**config.mk**
```make
export PLATFORM = sky130hd
export DESIGN_NAME = km2d_ctrl
export DESIGN_NICKNAME = d
export VERILOG_FILES = /design/src/km2d_pkg.sv /design/src/km2d_ctrl.sv
export SDC_FILE = /design/constraint.sdc
export NUM_CORES = 1
export LEC_CHECK = 0
export BUFFER_PORTS_ARGS = -buffer_cell sky130_fd_sc_hd__buf_2
export CAP_MARGIN = 5
export CORE_AREA = 2 2 39 41
export DETAILED_ROUTE_END_ITERATION = 10
export DIE_AREA = 0 0 41 43
export PLACE_DENSITY_LB_ADDON = 0.3
export SYNTH_ARGS = -nofsm -noshare
export SYNTH_HDL_FRONTEND = slang
export SYNTH_SLANG_ARGS = --single-unit
```
**constraint.sdc**
```tcl
create_clock -name clk -period 3.9 [get_ports clk]
set_clock_uncertainty 0.15 [all_clocks]
set_input_delay 0.975 -clock clk [delete_from_list [all_inputs] [get_ports clk]]
set_output_delay 0.975 -clock clk [all_outputs]
set_load 0.02 [all_outputs]
```
**src/km2d_pkg.sv**
```systemverilog
// ----------------------------------------------------------------------------
// km2d_pkg
// Shared types, constants and command codes for the 2D k-means block.
// ----------------------------------------------------------------------------
package km2d_pkg;

	localparam int MAX_CLUSTERS = 4;
	localparam int CL_BITS      = 2;
	localparam int COORD_BITS   = 16;
	localparam int SUM_BITS     = 40;
	localparam int CNT_BITS     = 25;
	localparam int DIST_BITS    = 2 * COORD_BITS + 1;
	localparam int QUO_BITS     = SUM_BITS + 1;
	localparam logic [CNT_BITS-1:0] MAX_POINTS = CNT_BITS'(24'hFFFFFF) + CNT_BITS'(1);

	localparam logic [1:0] CMD_LOAD   = 2'd0;
	localparam logic [1:0] CMD_POINT  = 2'd1;
	localparam logic [1:0] CMD_END    = 2'd2;
	localparam logic [1:0] CMD_UNUSED = 2'd3;

	typedef enum logic [2:0] {
		ST_IDLE,
		ST_DIST,
		ST_PICK,
		ST_UPD,
		ST_DIV,
		ST_REPORT,
		ST_CLEAR,
		ST_START
	} state_t;

	// Commands from controller to datapath
	typedef struct packed {
		logic load_center;
		logic capture;
		logic square;
		logic pick;
		logic update;
		logic div_start;
		logic div_step;
		logic report;
		logic clear;
		logic [CL_BITS-1:0] idx;
	} ctrl_t;

	// Status from datapath to controller
	typedef struct packed {
		logic div_done;
		logic [2:0] active;
	} stat_t;

endpackage

```
**src/km2d_ctrl.sv**
```systemverilog
// ----------------------------------------------------------------------------
// km2d_ctrl
// Sequencer for load, point and end-of-pass commands.
// ----------------------------------------------------------------------------
module km2d_ctrl import km2d_pkg::*; (
	input  logic               clk,
	input  logic               arst_n,
	input  logic               in_fire,
	input  logic [1:0]         in_cmd,
	input  logic               out_free,
	input  stat_t              stat,
	output ctrl_t              ctrl,
	output logic               busy,
	output logic               out_load,
	output logic               out_kind,
	output logic               out_last
);

	state_t state_q, state_d;
	logic [CL_BITS-1:0] idx_q, idx_d;

	// Next state
	always_comb begin
		state_d = state_q;
		idx_d = idx_q;
		unique case (state_q)
			ST_IDLE: begin
				if (in_fire && in_cmd == CMD_POINT) state_d = ST_DIST;
				else if (in_fire && in_cmd == CMD_END) begin
					state_d = ST_DIV;
					idx_d = '0;
				end
			end
			ST_DIST: state_d = ST_PICK;
			ST_PICK: state_d = ST_UPD;
			ST_UPD:  if (out_free) state_d = ST_IDLE;
			ST_DIV:  if (stat.div_done) state_d = ST_REPORT;
			ST_REPORT: begin
				if (out_free) begin
					if (3'(idx_q) + 3'd1 == stat.active) state_d = ST_CLEAR;
					else begin
						idx_d = idx_q + CL_BITS'(1);
						state_d = ST_START;
					end
				end
			end
			ST_START: state_d = ST_DIV;
			ST_CLEAR: state_d = ST_IDLE;
			default: state_d = ST_IDLE;
		endcase
	end

	// Outputs
	always_comb begin
		ctrl = '0;
		ctrl.idx = idx_q;
		out_load = 1'b0;
		out_kind = 1'b0;
		out_last = 1'b0;
		busy = (state_q != ST_IDLE);
		unique case (state_q)
			ST_IDLE: begin
				ctrl.capture = in_fire;
				ctrl.load_center = in_fire && in_cmd == CMD_LOAD;
				ctrl.div_start = in_fire && in_cmd == CMD_END;
				ctrl.idx = '0;
			end
			ST_DIST: ctrl.square = 1'b1;
			ST_PICK: ctrl.pick = 1'b1;
			ST_UPD: begin
				ctrl.update = out_free;
				out_load = out_free;
			end
			ST_DIV: ctrl.div_step = 1'b1;
			ST_REPORT: begin
				ctrl.report = out_free;
				out_load = out_free;
				out_kind = 1'b1;
				out_last = (3'(idx_q) + 3'd1 == stat.active);
				ctrl.idx = idx_q;
			end
			// Load the divider for the following index
			ST_START: ctrl.div_start = 1'b1;
			ST_CLEAR: ctrl.clear = 1'b1;
			default: ;
		endcase
	end

	always_ff @(posedge clk or negedge arst_n) begin
		if (!arst_n) begin
			state_q <= ST_IDLE;
			idx_q <= '0;
		end else begin
			state_q <= state_d;
			idx_q <= idx_d;
		end
	end

endmodule

```
Word level (Yosys, flattened, before mapping)
Cells that the tools add are included.

storage, ports and cells
  logic and storage cells = 55
  flip-flop bits (word level) = 5
  input bits = 10

operators by class
  equal/unequal tests = 17
  add/subtract/negate cells = 2
  reduce and logical (&&, ||, !) cells = 10
  multiplexer cells = 24

operators by type and width
  cell                 number
  $pmux 3 s8           1
  $mux 3               5
  $eq 3x3->1 const B   4
  $mux 2               6
  $ne 2x2->1 const B   6
  $mux 1               10
  $eq 3x2->1 const B   2
  $reduce_and 5->1     1
  $pmux 2 s2           1
  $reduce_and 4->1     1
  $add 2x1->3 const B  1
  $eq 3x1->1 const B   1
  $eq 3x3->1           1
  $logic_and 1x1->1    3
  $logic_not 3->1      1
  $ne 3x3->1 const B   1
  $reduce_bool 3->1    1
  $add 2x1->2 const B  1
  $eq 2x1->1 const B   1
  $eq 2x2->1 const B   1
  $logic_not 2->1      1
  $pmux 1 s2           1
  $reduce_bool 2->1    1
  $reduce_or 2->1      1

Depth between registers and ports, before layout
  word-level depth = 5
  gate-level depth with buffers = 5
  mapped depth without buffers = 4

Least setup slack after synthesis
Ideal clock, no wire load.

  kind = input -> output
  from = input stat[1] in the netlist's numbering
  to = output out_last
  stages on the path = 3
  path slack = 934 ps
  required time = 2775 ps
  arrival time = 1841 ps
  path through = xor2_1 or4b_4 inv_1

between the ends
  word-level cells in the longest chain between the ends = 2

RTL lines
  what                RTL line         text
  start: declaration  km2d_ctrl.sv:11  input stat_t stat,
  $eq 3x3->1          km2d_ctrl.sv:79  out_last = (3'(idx_q) + 3'd1 == stat.active);
  $mux 1              km2d_ctrl.sv:61  unique case (state_q)
  end: declaration    km2d_ctrl.sv:16  output logic out_last

No other way between the ends.

Final worst setup path
Same ends and word-level chain as after synthesis.

==> flow_summary_export.csv <==
group,metric,value,unit
global_routing,grtUsageMet3,0,%
global_routing,grt_start_max_net_pins,14,
floorplanning,design.die.area,1760,um2
worst_setup_path,r2r_slack,1980,ps
place,gp_congestion,0.764,
worst_setup_path,worstPathRequired,2770,ps
floorplanning,die_y,43,um
worst_setup_path,max_stage_delay,560,ps
pwr,power_frac_seq,28.7,%
global_routing,grt_pass1_vias,453,
yosys,synth_warnings,0,
sta,worst_pin_slew,390,ps
pwr,vdd_drop_max,0.239,mV
clocking,ctsLongestPathBuffers,2,
worst_setup_path,worstSetupStartpointType,"input pin",
clocking,cts_tree,"built",
pwr,swShare,51.4,%
yosys,seq_area_frac_synth,26.9,%
cells_and_area,fin_nets,94,
worst_setup_path,path_delay_family,"simple AND/OR/NAND/NOR gates",
place,port_buffers,24,
global_routing,grt_usage,15.0,%
pwr,power,0.000460,W
detailed_routing,vias_per_cell,5.14,
place,place_inst,94,
worst_setup_path,startpoint,"stat[1]",
yosys,syn_area,465,um2
sta,tns,0,ps
yosys,synth_fp_nets,69,
cells_and_area,final_cell_mix,"24 x buf_2, 6 x inv_1, 5 x nor2_1, 5 x dfrtp_1",
worst_setup_path,path_common_cell,"buf_2",
cells_and_area,instances_no_fill,98,
detailed_routing,first_pass_iters,4,
global_routing,gr-usage-met2,21.9,%
floorplanning,die_w,41,um
clocking,cts_resized,0,
worst_setup_path,reg2reg_from,"idx_q[0]",
global_routing,grt_pass1_wl,1840,um
sta,drv_slew,0,
worst_setup_path,crit_fanout,5,
sta,finalSetupViolations,0,
sta,slew-limit-headroom,73.7,%
sta,max_clock_freq,319,MHz
detailed_routing,num_vias,504,
worst_setup_path,rr_worst_depth,4,
pwr,combPwrFrac,58.6,%
job,drv_cap,0,
cells_and_area,final_layout_size_suffix_gt1_share,37.8,%
cells_and_area,area_growth,31.5,%
detailed_routing,ant_nets,0,
detailed_routing,drtIter0Drc,8,
pwr,p_clk_share,12.7,%
pwr,p_switching,0.000237,W
floorplanning,boundaryPins,25,
global_routing,antenna_found_initial,0,
pwr,power_leakage,0.326,nW
yosys,synth.distinct_cells,30,
worst_setup_path,criticalPathCategory,"input pin to output port",
clocking,root_buffer,"clkbuf_4",
clocking,cts_setup_buffers,0,
worst_setup_path,cp.arrival,2010,ps
sta,final.period_utilization,80.5,%
worst_setup_path,r2r-end,"idx_q[0]",
global_routing,met1_usage,20.7,%
sta,min_period,3140,ps
pwr,cell_internal_pwr,0.000224,W
yosys,syn_area_per_cell,8.02,um2
clocking,cts_inserted_buffers,3,
floorplanning,num_rows,14,
yosys,ys_ff_latch,5,
global_routing,busiest_layer,"met2",
detailed_routing,routed_wirelength,1120,um
detailed_routing,drc_errors,0,
hold_path,hp-class,"input pin to async pin",
worst_setup_path,slowest_stage,"or4b_4",
clocking,htreeDepth,1,
outcome,outcome,"completed",
detailed_routing,post_drt_wl_per_cell,11.4,um
clocking,cts-hold-fix-buffers,0,
floorplanning,core-area,1380,um2
pwr,p_per_area,752,nW/um2
sta,hold_viol_final,0,
clocking,cts.sinks,5,
place,dp_hpwl,865,um
cells_and_area,antenna-diode-count,0,
cells_and_area,mostFrequentLayoutCell,"buf_2",
clocking,clkSlewWorstSetupHoldPaths,40,ps
worst_setup_path,cp_num_buf_inv,3,
clocking,clk_latency,240,ps
sta,grt_setup_unrepaired,"false",
global_routing,grt_overflow,0,
yosys,syn_inst,58,
worst_setup_path,cp_cell_sequence,"buf_2, xor2_1, or4b_4, inv_1, buf_2",
floorplanning,initial_core_util,33.6,%
worst_setup_path,end_kind,"output port",
==> worst reg2reg max path: stages, from the launching register on <==
cell,delay [ps]
dfrtp_1,430
ha_1,350
xor2_1,210
or4b_4,560
o211ai_2,140
==> cell usage after synthesis (all sizes together) <==
cell type | n | area share [%]
o22ai | 1 | 1.3
and3b | 1 | 1.9
a2bb2oi | 1 | 1.9
nor3b | 2 | 3.2
nand3 | 1 | 1.1
or3 | 3 | 4.3
nand2 | 2 | 1.6
nor4 | 2 | 2.7
ha | 1 | 2.7
xnor2 | 2 | 3.8
nand2b | 1 | 1.3
inv | 6 | 4.8
a31oi | 1 | 1.3
o31ai | 1 | 1.6
a21oi | 1 | 1.1
nor3 | 2 | 2.2
nand4b | 1 | 1.9
o211ai | 4 | 7.5
and2 | 3 | 4.3
nand3b | 1 | 1.6
nor2 | 5 | 4.0
o21ai | 2 | 2.2
o311ai | 2 | 3.8
or4b | 1 | 3.0
buf | 4 | 4.3
xor2 | 2 | 3.8
dfrtp | 5 | 27
==> metrics by stage <==
stage / hold slack, ps / utilization [%] / area (um2) / setup slack, ps
2_1_floorplan: 396 / - / 465 / 934
3_3_place_gp: 436 / 42.3 / 586 / 768
3_5_place_dp: 440 / 42.3 / 586 / 756
4_1_cts: 386 / 44.2 / 612 / 758
5_1_grt: 397 / 44.2 / 612 / 720
6_report: 388 / 44.2 / 612 / 761
==> routing by layer <==
metal,part of all wire (%),vias to the layer above,routed length (um)
li1,-,258,-
met1,45,234,499
met2,51,12,565
met3,4.5,0,50
met4,0,0,0
met5,0,-,0
==> worst max-delay path by stage <==
stage	end	slack, ps	cells after the start
after detailed placement	out_last	760	5
after global routing	out_last	720	5
after floorplan	out_last	930	3
after CTS	out_last	760	5
final	out_last	760	5
after global placement	out_last	770	5
==> logic make-up (layout without fill, tap and decap cells) <==
| logic type | Yosys count | count (layout) | share of synthesized area (%) |
|---|---|---|---|
| AOI/OAI and AO/OA | 13 | 13 | 20.7 |
| and+or+nand+nor | 25 | 25 | 33.1 |
| xor gates and xnor gates | 4 | 4 | 7.53 |
| DFF | 5 | 5 | 26.9 |
| adders and majority gates | 1 | 1 | 2.69 |
| buffers and inverters | 10 | 34 | 9.14 |
==> area by class of cell <==
type / instances / area [um2]
Clock buffer: 4 / 26.3
Sequential cell: 5 / 125
Tap cell: 16 / 20.0
Fill cell: 156 / 772
Multi-Input combinational cell: 43 / 298
Inverter: 6 / 22.5
Timing Repair Buffer: 24 / 120
==> power by group through the flow <==
stage	Combinational (W)	Sequential (W)	Clock, W
final	0.000270	0.000132	0.0000585
after global routing	0.000294	0.000141	0.0000622
after CTS	0.000270	0.000131	0.0000605
after detailed placement	0.000268	0.000132	0
after global placement	0.000265	0.000132	0
after floorplan	0.000242	0.0000911	0
==> registers in the layout, indices dropped and copies added (netlist names) <==
signal,cells
idx_q,2
state_q,3
Note: power is estimated with default switching activity, not from simulation.
